File: src/hsl_pkg.sv
// ----------------------------------------------------------------------------
// Hash set package
// Shared sizes, codes and the home-slot hash of the linear-probe hash set.
// ----------------------------------------------------------------------------
`default_nettype none

package hsl_pkg;

  localparam int unsigned SLOTS     = 32;
  localparam int unsigned SLOT_W    = $clog2(SLOTS);
  localparam int unsigned KEY_BITS  = 64;
  localparam int unsigned CNT_W     = $clog2(SLOTS + 1);
  localparam int unsigned MAX_W     = 5;
  localparam int unsigned OUT_SLOT_W = 5;
  localparam int unsigned TOTAL_W   = 5;
  localparam logic [MAX_W-1:0] MAX_RESET = MAX_W'(16);

  localparam int unsigned HASH_MUL = 67;
  localparam int unsigned HASH_ADD = 32'h0012_3456;

  typedef enum logic [1:0] {
    ACT_CONTAINS = 2'd0,
    ACT_ADD      = 2'd1,
    ACT_REMOVE   = 2'd2,
    ACT_CLEAR    = 2'd3
  } action_e;

  typedef enum logic [2:0] {
    STAT_OK   = 3'd0,
    STAT_MISS = 3'd1,
    STAT_DUP  = 3'd2,
    STAT_FULL = 3'd3,
    STAT_BAD  = 3'd4
  } status_e;

  typedef enum logic [1:0] {
    TAG_EMPTY = 2'd0,
    TAG_LIVE  = 2'd1,
    TAG_TOMB  = 2'd2
  } tag_e;

  typedef struct packed {
    logic load;
    logic step;
    logic commit;
  } cmd_t;

  typedef struct packed {
    logic done;
  } sts_t;

  // The home slot is the low bits of key * 67 + 0x123456; only the low key
  // bits reach the low bits of the product.
  function automatic logic [SLOT_W-1:0] home_slot(input logic [KEY_BITS-1:0] k);
    logic [31:0] h;
    h = 32'(k[SLOT_W-1:0]) * HASH_MUL + HASH_ADD;
    return h[SLOT_W-1:0];
  endfunction

endpackage

`default_nettype wire

File: src/hsl_ctrl.sv
// ----------------------------------------------------------------------------
// Hash set controller
// Sequences accept, probe steps and commit, and owns the output valid flag.
// ----------------------------------------------------------------------------
`default_nettype none

module hsl_ctrl
  import hsl_pkg::*;
(
  input  wire logic clk_i,
  input  wire logic rst_ni,
  input  wire logic in_valid_i,
  output logic      in_stall_o,
  output logic      out_valid_o,
  input  wire logic out_stall_i,
  input  wire sts_t sts_i,
  output cmd_t      cmd_o
);

  typedef enum logic [1:0] {
    ST_IDLE  = 2'b01,
    ST_PROBE = 2'b10
  } state_e;

  state_e state_q, state_d;
  logic   out_valid_q, out_valid_d;
  logic   out_free;

  assign out_free = !out_valid_q || !out_stall_i;

  always_comb begin
    state_d = state_q;
    cmd_o   = '0;
    unique case (state_q)
      ST_IDLE: begin
        if (in_valid_i) begin
          cmd_o.load = 1'b1;
          state_d    = ST_PROBE;
        end
      end
      ST_PROBE: begin
        if (!sts_i.done) begin
          cmd_o.step = 1'b1;
        end else if (out_free) begin
          cmd_o.commit = 1'b1;
          state_d      = ST_IDLE;
        end
      end
      default: begin
        state_d = ST_IDLE;
      end
    endcase
  end

  assign out_valid_d = cmd_o.commit || (out_valid_q && out_stall_i);

  always_ff @(posedge clk_i or negedge rst_ni) begin
    if (!rst_ni) begin
      state_q     <= ST_IDLE;
      out_valid_q <= 1'b0;
    end else begin
      state_q     <= state_d;
      out_valid_q <= out_valid_d;
    end
  end

  assign in_stall_o  = (state_q != ST_IDLE);
  assign out_valid_o = out_valid_q;

endmodule

`default_nettype wire

File: src/hsl_dp.sv
// ----------------------------------------------------------------------------
// Hash set datapath
// Key memory, slot tags, live count, probe pointer and the result register.
// ----------------------------------------------------------------------------
`default_nettype none

module hsl_dp
  import hsl_pkg::*;
(
  input  wire logic                 clk_i,
  input  wire logic                 rst_ni,
  input  wire cmd_t                 cmd_i,
  output sts_t                      sts_o,
  input  wire logic [1:0]           action_i,
  input  wire logic [63:0]          key_i,
  input  wire logic                 cfg_we_i,
  input  wire logic [MAX_W-1:0]     cfg_wdata_i,
  output logic [2:0]                status_o,
  output logic [OUT_SLOT_W-1:0]     slot_index_o,
  output logic [TOTAL_W-1:0]        entry_total_o
);

  logic [KEY_BITS-1:0] key_mem [SLOTS];
  logic [KEY_BITS-1:0] rdata_q;
  tag_e                tag_q [SLOTS];

  action_e             act_q;
  logic [KEY_BITS-1:0] key_q;
  logic [SLOT_W-1:0]   pos_q, pos_d;
  logic [SLOT_W-1:0]   n_q;
  logic [SLOT_W-1:0]   free_q;
  logic                free_vld_q;
  logic [CNT_W-1:0]    count_q, count_d;
  logic [MAX_W-1:0]    max_q;

  status_e             status_d, status_q;
  logic [SLOT_W-1:0]   slot_d, slot_q;
  logic [TOTAL_W-1:0]  total_q;

  tag_e                cur_tag;
  logic                key_bad;
  logic                hit;
  logic                free_ok;
  logic [SLOT_W-1:0]   free_pos;
  logic                wr_live;
  logic                wr_tomb;
  logic                wr_clear;

  assign cur_tag  = tag_q[pos_q];
  assign key_bad  = (key_q == '0) || (key_q == '1);
  assign hit      = (cur_tag == TAG_LIVE) && (rdata_q == key_q);
  assign free_ok  = free_vld_q || (cur_tag != TAG_LIVE);
  assign free_pos = free_vld_q ? free_q : pos_q;

  assign sts_o.done = (act_q == ACT_CLEAR) || key_bad || (cur_tag == TAG_EMPTY) || hit ||
                      (n_q == SLOT_W'(SLOTS - 1));

  always_comb begin
    status_d = STAT_OK;
    slot_d   = '0;
    count_d  = count_q;
    wr_live  = 1'b0;
    wr_tomb  = 1'b0;
    wr_clear = 1'b0;
    if (act_q == ACT_CLEAR) begin
      wr_clear = 1'b1;
      count_d  = '0;
    end else if (key_bad) begin
      status_d = STAT_BAD;
    end else begin
      case (act_q)
        ACT_CONTAINS: begin
          if (hit) begin
            slot_d = pos_q;
          end else begin
            status_d = STAT_MISS;
          end
        end
        ACT_REMOVE: begin
          if (hit) begin
            slot_d  = pos_q;
            wr_tomb = 1'b1;
            if (count_q != '0) begin
              count_d = count_q - CNT_W'(1);
            end
          end else begin
            status_d = STAT_MISS;
          end
        end
        default: begin
          if (hit) begin
            status_d = STAT_DUP;
            slot_d   = pos_q;
          end else if (count_q >= CNT_W'(max_q)) begin
            status_d = STAT_FULL;
          end else if (free_ok) begin
            slot_d  = free_pos;
            wr_live = 1'b1;
            count_d = count_q + CNT_W'(1);
          end else begin
            status_d = STAT_FULL;
          end
        end
      endcase
    end
  end

  always_comb begin
    pos_d = pos_q;
    if (cmd_i.load) begin
      pos_d = home_slot(key_i[KEY_BITS-1:0]);
    end else if (cmd_i.step) begin
      pos_d = pos_q + SLOT_W'(1);
    end
  end

  // The read address follows the probe pointer, so rdata_q always holds the
  // key of the slot under pos_q.
  always_ff @(posedge clk_i) begin
    if (cmd_i.commit && wr_live) begin
      key_mem[free_pos] <= key_q;
    end
    rdata_q <= key_mem[pos_d];
  end

  always_ff @(posedge clk_i or negedge rst_ni) begin
    if (!rst_ni) begin
      for (int i = 0; i < SLOTS; i++) begin
        tag_q[i] <= TAG_EMPTY;
      end
      count_q    <= '0;
      max_q      <= MAX_RESET;
      pos_q      <= '0;
      n_q        <= '0;
      free_vld_q <= 1'b0;
      act_q      <= ACT_CONTAINS;
    end else begin
      pos_q <= pos_d;
      if (cfg_we_i) begin
        max_q <= cfg_wdata_i;
      end
      if (cmd_i.load) begin
        act_q      <= action_e'(action_i);
        n_q        <= '0;
        free_vld_q <= 1'b0;
      end else if (cmd_i.step) begin
        n_q <= n_q + SLOT_W'(1);
        if ((cur_tag == TAG_TOMB) && !free_vld_q) begin
          free_vld_q <= 1'b1;
        end
      end
      if (cmd_i.commit) begin
        count_q <= count_d;
        if (wr_clear) begin
          for (int i = 0; i < SLOTS; i++) begin
            tag_q[i] <= TAG_EMPTY;
          end
        end else if (wr_live) begin
          tag_q[free_pos] <= TAG_LIVE;
        end else if (wr_tomb) begin
          tag_q[pos_q] <= TAG_TOMB;
        end
      end
    end
  end

  always_ff @(posedge clk_i) begin
    if (cmd_i.load) begin
      key_q <= key_i[KEY_BITS-1:0];
    end
    if (cmd_i.step && (cur_tag == TAG_TOMB) && !free_vld_q) begin
      free_q <= pos_q;
    end
    if (cmd_i.commit) begin
      status_q <= status_d;
      slot_q   <= slot_d;
      total_q  <= count_d[TOTAL_W-1:0];
    end
  end

  assign status_o      = status_q;
  assign slot_index_o  = OUT_SLOT_W'(slot_q);
  assign entry_total_o = total_q;

endmodule

`default_nettype wire

File: src/hash_set_linear_probe.sv
// ----------------------------------------------------------------------------
// Hash set with linear probing
// A 32-slot set of 64-bit keys with tombstones, a live count and a limit.
//
//   Channel   Signals                                   Direction
//   input     in_valid_i, in_stall_o, action_i, key_i   into the block
//   output    out_valid_o, out_stall_i, status_o,       out of the block
//             slot_index_o, entry_total_o
//   config    cfg_we_i, cfg_wdata_i                     into the block
//
// An item is accepted, then its probe visits 1 to 32 slots from its home slot.
// One key memory entry is read per cycle, setting the rate if not stalled.
// A new item is accepted while the previous result waits in the output
// register; a stalled output holds a finished item at its commit step.
// Reset empties all tags at once; key memory contents need no clearing.
// ----------------------------------------------------------------------------
`default_nettype none

module hash_set_linear_probe
  import hsl_pkg::*;
(
  input  wire logic        clk_i,
  input  wire logic        rst_ni,
  input  wire logic        in_valid_i,
  output logic             in_stall_o,
  input  wire logic [1:0]  action_i,
  input  wire logic [63:0] key_i,
  output logic             out_valid_o,
  input  wire logic        out_stall_i,
  output logic [2:0]       status_o,
  output logic [4:0]       slot_index_o,
  output logic [4:0]       entry_total_o,
  input  wire logic        cfg_we_i,
  input  wire logic [4:0]  cfg_wdata_i
);

  cmd_t cmd;
  sts_t sts;

  hsl_ctrl u_ctrl (
    .clk_i       (clk_i),
    .rst_ni      (rst_ni),
    .in_valid_i  (in_valid_i),
    .in_stall_o  (in_stall_o),
    .out_valid_o (out_valid_o),
    .out_stall_i (out_stall_i),
    .sts_i       (sts),
    .cmd_o       (cmd)
  );

  hsl_dp u_dp (
    .clk_i         (clk_i),
    .rst_ni        (rst_ni),
    .cmd_i         (cmd),
    .sts_o         (sts),
    .action_i      (action_i),
    .key_i         (key_i),
    .cfg_we_i      (cfg_we_i),
    .cfg_wdata_i   (cfg_wdata_i),
    .status_o      (status_o),
    .slot_index_o  (slot_index_o),
    .entry_total_o (entry_total_o)
  );

endmodule

`default_nettype wire

File: config.mk
export PLATFORM = sky130hd
export DESIGN_NAME = hash_set_linear_probe
export DESIGN_NICKNAME = d
export VERILOG_FILES = /design/src/hsl_pkg.sv /design/src/hsl_ctrl.sv /design/src/hsl_dp.sv /design/src/hash_set_linear_probe.sv
export SDC_FILE = /design/constraint.sdc
export NUM_CORES = 2
export LEC_CHECK = 0
export BUFFER_PORTS_ARGS = -buffer_cell sky130_fd_sc_hd__buf_2
export CAP_MARGIN = 20
export CORE_MARGIN = 2
export CORE_UTILIZATION = 60
export CTS_CLUSTER_DIAMETER = 200
export DETAILED_ROUTE_END_ITERATION = 16
export PLACE_DENSITY = 0.86
export SYNTH_ARGS = -nofsm -noshare
export SYNTH_HDL_FRONTEND = slang
export SYNTH_SLANG_ARGS = --single-unit
File: constraint.sdc
create_clock -name clk_i -period 7.45 [get_ports clk_i]
set_clock_uncertainty 0.1 [all_clocks]
set_input_delay 1.1175 -clock clk_i [delete_from_list [all_inputs] [get_ports clk_i]]
set_output_delay 1.1175 -clock clk_i [all_outputs]
set_load 0.1 [all_outputs]
=== Yosys cells after proc, flatten, opt, wreduce, memory -nomap -nowiden ===
Memory sizes are Yosys's and may differ from the RTL's. A register that Yosys moved wholly into a read port is not among the register bits.
Cells that the tools add are included.

* Memories: 1
* Output and inout bits: 15
* Bits in registers: 173
* RAM bits: 2048
* Word-level logic and storage cells: 180
* Bits of input ports: 76

* Equal/unequal tests: 20
* Add/subtract/negate cells: 5
* Reductions and logical operators: 33
* $lt $le $gt $ge: 5
* Multiply operators: 1
* Mux-type cells: 60
* Bitwise operators: 8

{| class="wikitable"
|+ Memories
! name !! depth !! bits a word !! rd ports !! clocked after Yosys merged registers in !! wr ports !! RTL line !! text
|-
| u_dp.key_mem || 32 || 64 || 1 || 1 || 1 || hsl_dp.sv:23 || <nowiki>logic [KEY_BITS-1:0] key_mem [SLOTS];</nowiki>
|}

{| class="wikitable"
|+ Operators by type and width
! kind !! count
|-
| $mux 64 || 3
|-
| $and 32x32->32 || 2
|-
| $eq 64x64->1 || 1
|-
| $eq 64x64->1 const B || 1
|-
| $logic_not 64->1 || 1
|-
| $not 32->32 || 2
|-
| $or 32x32->32 || 2
|-
| $mux 5 || 10
|-
| $mux 6 || 7
|-
| $mux 1 || 22
|-
| $demux 2 s5 || 2
|-
| $mux 2 || 9
|-
| $ge 6x6->1 const B || 2
|-
| $lt 6x1->1 const B || 2
|-
| $mux 3 || 4
|-
| $not 5->6 || 2
|-
| $pmux 6 s2 || 1
|-
| $add 5x1->5 const B || 2
|-
| $bmux 2 s5 || 1
|-
| $ne 2x1->1 const B || 5
|-
| $eq 2x2->1 const B || 4
|-
| $logic_and 1x1->1 || 8
|-
| $logic_or 1x1->1 || 8
|-
| $reduce_and 8->1 || 1
|-
| other kinds (20) || 30
|}

=== Logic depth before layout (Yosys ltp) ===
* Depth after elaboration: 15
* Depth in mapped cells: 20
* Depth with buffers taken out: 17

=== By module ===
From an unflattened synthesis, not the netlist that was laid out.

* Cell total of the unflattened synthesis: 4704
* Area total of the unflattened synthesis: 88871.5 um^2

{| class="wikitable"
|+ Modules (own cells, without submodules)
! module !! times used !! area each (um^2) !! cells each !! seq. area each (um^2)
|-
| hsl_dp || 1 || 88718.8 || 4690 || 67445.9
|-
| hsl_ctrl || 1 || 152.6 || 14 || 76.3
|}

=== Least setup slack after synthesis ===
No wires, ideal clock.

* Path kind: register to register
* Start point: register u_dp.key_q[4]
* End point: memory u_dp.key_mem[11][0], enable pin
* Library setup time: 487 ps
* Period minus slack after synthesis: 6443 ps
* Path buffers: 2
* Stages on the path, launching flop included: 12
* Data arrival time: 5856 ps
* Path slack: 1007 ps
* Required time: 6863 ps
* Path through: edfxtp_1 nor4_1 nand4_1 or4_1 and2_1 clkbuf_1 o31ai_4 o211ai_1 inv_1 nand2_1 clkbuf_1 nor2_1

{| class="wikitable"
|+ RTL lines
! element !! RTL line !! text
|-
| start, declared || hsl_dp.sv:28 || <nowiki>logic [KEY_BITS-1:0] key_q;</nowiki>
|-
| start signal, assigned || hsl_dp.sv:169 || <nowiki>key_q <= key_i[KEY_BITS-1:0];</nowiki>
|-
| end, declared || hsl_dp.sv:23 ||
|}

=== Worst setup path in the final report ===
* Start point: register u_dp.key_q[51]
* End point: register u_dp.rdata_q[16], read port of u_dp.key_mem

* Longest elaborated chain between the ends: 10
* Elaborated cells on any way between the ends: 13
* Those cells by class: eq/ne: 2; mux: 4; reduce/logical: 7

{| class="wikitable"
|+ Ends and longest elaborated chain
! element !! RTL line !! text
|-
| $eq 64x64->1 / $logic_not 64->1 (equally long branches) || hsl_dp.sv:50 || <nowiki>assign key_bad = (key_q == '0) || (key_q == '1);</nowiki>
|-
| $logic_or 1x1->1 || hsl_dp.sv:50 ||
|-
| $logic_or 1x1->1 (2 in series) || hsl_dp.sv:55 || <nowiki>assign sts_o.done = (act_q == ACT_CLEAR) || key_bad || (cur_tag == TAG_EMPTY) || hit ||</nowiki>
|-
| $logic_or 1x1->1 (*) (2 in series) || hsl_dp.sv:55 ||
|-
| $mux 1 (*) || hsl_ctrl.sv:42 || <nowiki>if (!sts_i.done) begin</nowiki>
|-
| $mux 2 (*) || hsl_ctrl.sv:34 || <nowiki>unique case (state_q)</nowiki>
|-
| $mux 5 (*) || hsl_dp.sv:112 || <nowiki>end else if (cmd_i.step) begin</nowiki>
|-
| $mux 5 (*) || hsl_dp.sv:110 || <nowiki>if (cmd_i.load) begin</nowiki>
|-
| end, declared || hsl_dp.sv:24 || <nowiki>logic [KEY_BITS-1:0] rdata_q;</nowiki>
|}

Every way passes the cells marked *; elsewhere a longest branch is shown, timed or not.
A chain may end at the register's enable or synchronous reset.

==> results.cfg <==
[run_status]
status = finished, final reports clean

[timing]
rsz0062_at_grt = false
period_needed_ns = 7.19
fin_crit_sh_pct = 96.5
tns_ns = 0
hold_violations = 0
relSlewSlack_pct = 24.8
setup_viol_count_final = 0
slew_viol_final = 0
max_freq_ghz = 0.139
fin_ws_ns = 0.262
worst_pin_slew_ns = 1.13

[placed_design]
placed_cell_area_mm2 = 0.0930
io_buffers = 90
pre_cts_slack_ns = 1.05
dp_hpwl_mm = 133
place.gp.congestion = 0.949

[global_routing]
grt_max_degree = 152
antenna_found_initial = 6
grt_usage_pct = 33.5
grt_pass1_vias = 53700
grt_overflow = 0
grt_pass1_wl_mm = 364

[finish]
final_common_cell = edfxtp_1
syn2layout_area_growth_pct = 12.4
final_area_mm2 = 0.100
layout.nets = 5464
layout_common_cells = edfxtp_1, nand2_1, a21oi_1
postLayoutCoreUtil_pct = 67.8
drive_above_1_share_pct = 17.1

[drt]
route.antenna.remaining_nets = 0
wl_per_cell_um = 34.1
drc = 0
vias = 53900
drt_first_pass_iters = 7
wirelength_mm = 255
vias_per_cell = 7.20
drtIter0Drc = 10200

[critical_path]
critical_path.most_common_cell = buf_4
cp.required_ns = 8.04
arrival_ns = 7.78
crit_type = flop to flop
critPathMaxFanout = 28
r2r_cells = 15
critPathTopFamily = simple AND/OR/NAND/NOR gates
critPathBufInv = 4
path_cells = buf_4 -> xnor2_1 -> nand4_1 -> nor4_1 -> nand4_1 -> nor3_1 -> o41a_1 -> and2_1 -> inv_8 -> nand3_4 -> buf_4 -> nor2b_1 -> nor4_1 -> buf_4 -> nand3_1
regToRegSetupSlack_ns = 0.26
r2r-end = u_dp.rdata_q[16]$_DFF_P_
cp-end-kind = flop
start_kind = flop
crit_slowest_cell = nand4_1
rr_startpoint = u_dp.key_q[51]$_DFFE_PP_
critPathMaxStageDelay_ns = 0.72

[clock_tree]
clkSlewWorstSetupHoldPaths_ns = 0.07
htree_levels = 4
insertion_delay_ns = 0.85
cts-root-buf = clkbuf_16
cts_tree = yes
post_cts_buffers = 0
clk_path_buf_depth = 3
cts_sinks = 2285
ctsHoldBuffers = 0
numCtsBuffers = 208
cts_resized = 0

[floorplan]
die_area_mm2 = 0.152
core_area_mm2 = 0.147
initial_core_util_pct = 60.4
rows = 141
die_y_um = 389
ios = 91
die_x_um = 389

[yosys]
syn_avg_cell_area_um2 = 17.3
async_flop_share_pct = 3.98
yosysWarnings = 0
ys_types = 78
netlist_instances = 5150
seq_area_frac_synth_pct = 75.8
ys.flop_type = edfxtp_1
synth_area_mm2 = 0.0890
synth_nets = 5246
ys_seq_elements = 2285
synth_edf_count = 2130

[power]
ir_drop_v = 0.000384
p_leak_nw = 33.1
power_density_mw_per_mm2 = 386
power_w = 0.0387

[hold_path]
holdCritPathClass = input port to asynchronous set/reset pin

[flow_run]
maxCapViolations = 0
flip-flops by register name (all words and copies together) (netlist names), 6 cells and up:
| name | count |
|---|---|
| u_dp.tag_q | 64 |
| u_dp.key_mem | 2048 |
| u_dp.key_q | 64 |
| u_dp.rdata_q | 64 |
| u_dp.count_q | 6 |
power breakdown:
group,internal [W],switching [W],total (W)
logic,0.00433,0.00768,0.0120
clock network,0.00627,0.00477,0.0110
registers,0.0150,0.000648,0.0156
final cells by class:
type / count / area [um^2]
repair buffers: 298 / 2590
clock inverters: 140 / 1500
multi-input cells: 2552 / 20400
diodes: 1 / 2.50
flip-flops and latches: 2285 / 67500
fillers: 8382 / 47400
clock buffers: 254 / 5530
inverters: 23 / 109
well taps: 1930 / 2410
metal layers:
metal  routed length, um  vias to the layer above  global-route usage, %
met5                  80                        -                      0
met4               18300                       12                   20.2
met3               39200                     1217                   10.5
met2              117000                     5437                   51.6
met1               80600                    26400                   42.1
li1                    -                    20800                      -
how the worst max path moves through the flow:
stage / startpoint / end / cells after the start / slack (ns)
after floorplan: u_dp.key_q[4]$_DFFE_PP_ / u_dp.key_mem[11][0]$_DFFE_PP_ / 11 / 1.01
after global placement: u_dp.key_q[41]$_DFFE_PP_ / u_dp.rdata_q[4]$_DFF_P_ / 13 / 1.22
after detailed placement: u_dp.key_q[41]$_DFFE_PP_ / u_dp.rdata_q[33]$_DFF_P_ / 14 / 1.05
after CTS: u_dp.key_q[51]$_DFFE_PP_ / u_dp.rdata_q[16]$_DFF_P_ / 15 / 0.78
after global routing: u_dp.key_q[51]$_DFFE_PP_ / u_dp.rdata_q[4]$_DFF_P_ / 14 / 0.43
final: u_dp.key_q[51]$_DFFE_PP_ / u_dp.rdata_q[16]$_DFF_P_ / 15 / 0.26
stage by stage:
stage / std cells / hold slack (ns)
2_1_floorplan: 5150 / 0.347
3_3_place_gp: 7088 / 0.385
3_5_place_dp: 7088 / 0.393
4_1_cts: 7482 / 0.156
5_1_grt: 7482 / 0.195
6_report: 7483 / 0.175
synth_stat cells (60+ instances only):
cell      number  area [um^2]
nor4_1        88          551
nand2_1      445         1670
nand4_1      107          669
dfxtp_1       64         1280
o21ai_0       89          445
a21oi_1      298         1490
a221oi_1      65          569
o21ai_1       60          300
mux2i_1      276         2760
nor2_1        92          345
edfxtp_1    2130        64000
dfrtp_1       89         2230
nor2b_1      260         1630
a22oi_1      131          983
nand3_1      148          741
clkbuf_1     175          657
mux4_2       261         5880
xnor2_1       71          622
kinds of logic (layout without fill, tap and decap cells):
logic type      Yosys count  after routing  synth area share [%]
other cells               0              1                     0
flops                  2285           2285                  75.8
xor+xnor                 77             77                 0.757
simple gates           1192           1192                  6.69
fa+ha+maj                20             20                 0.289
mux                     543            543                  9.80
compound gates          720            720                  4.93
buf+inv                 313            715                  1.71
Note: power is estimated with default switching activity, not from simulation.
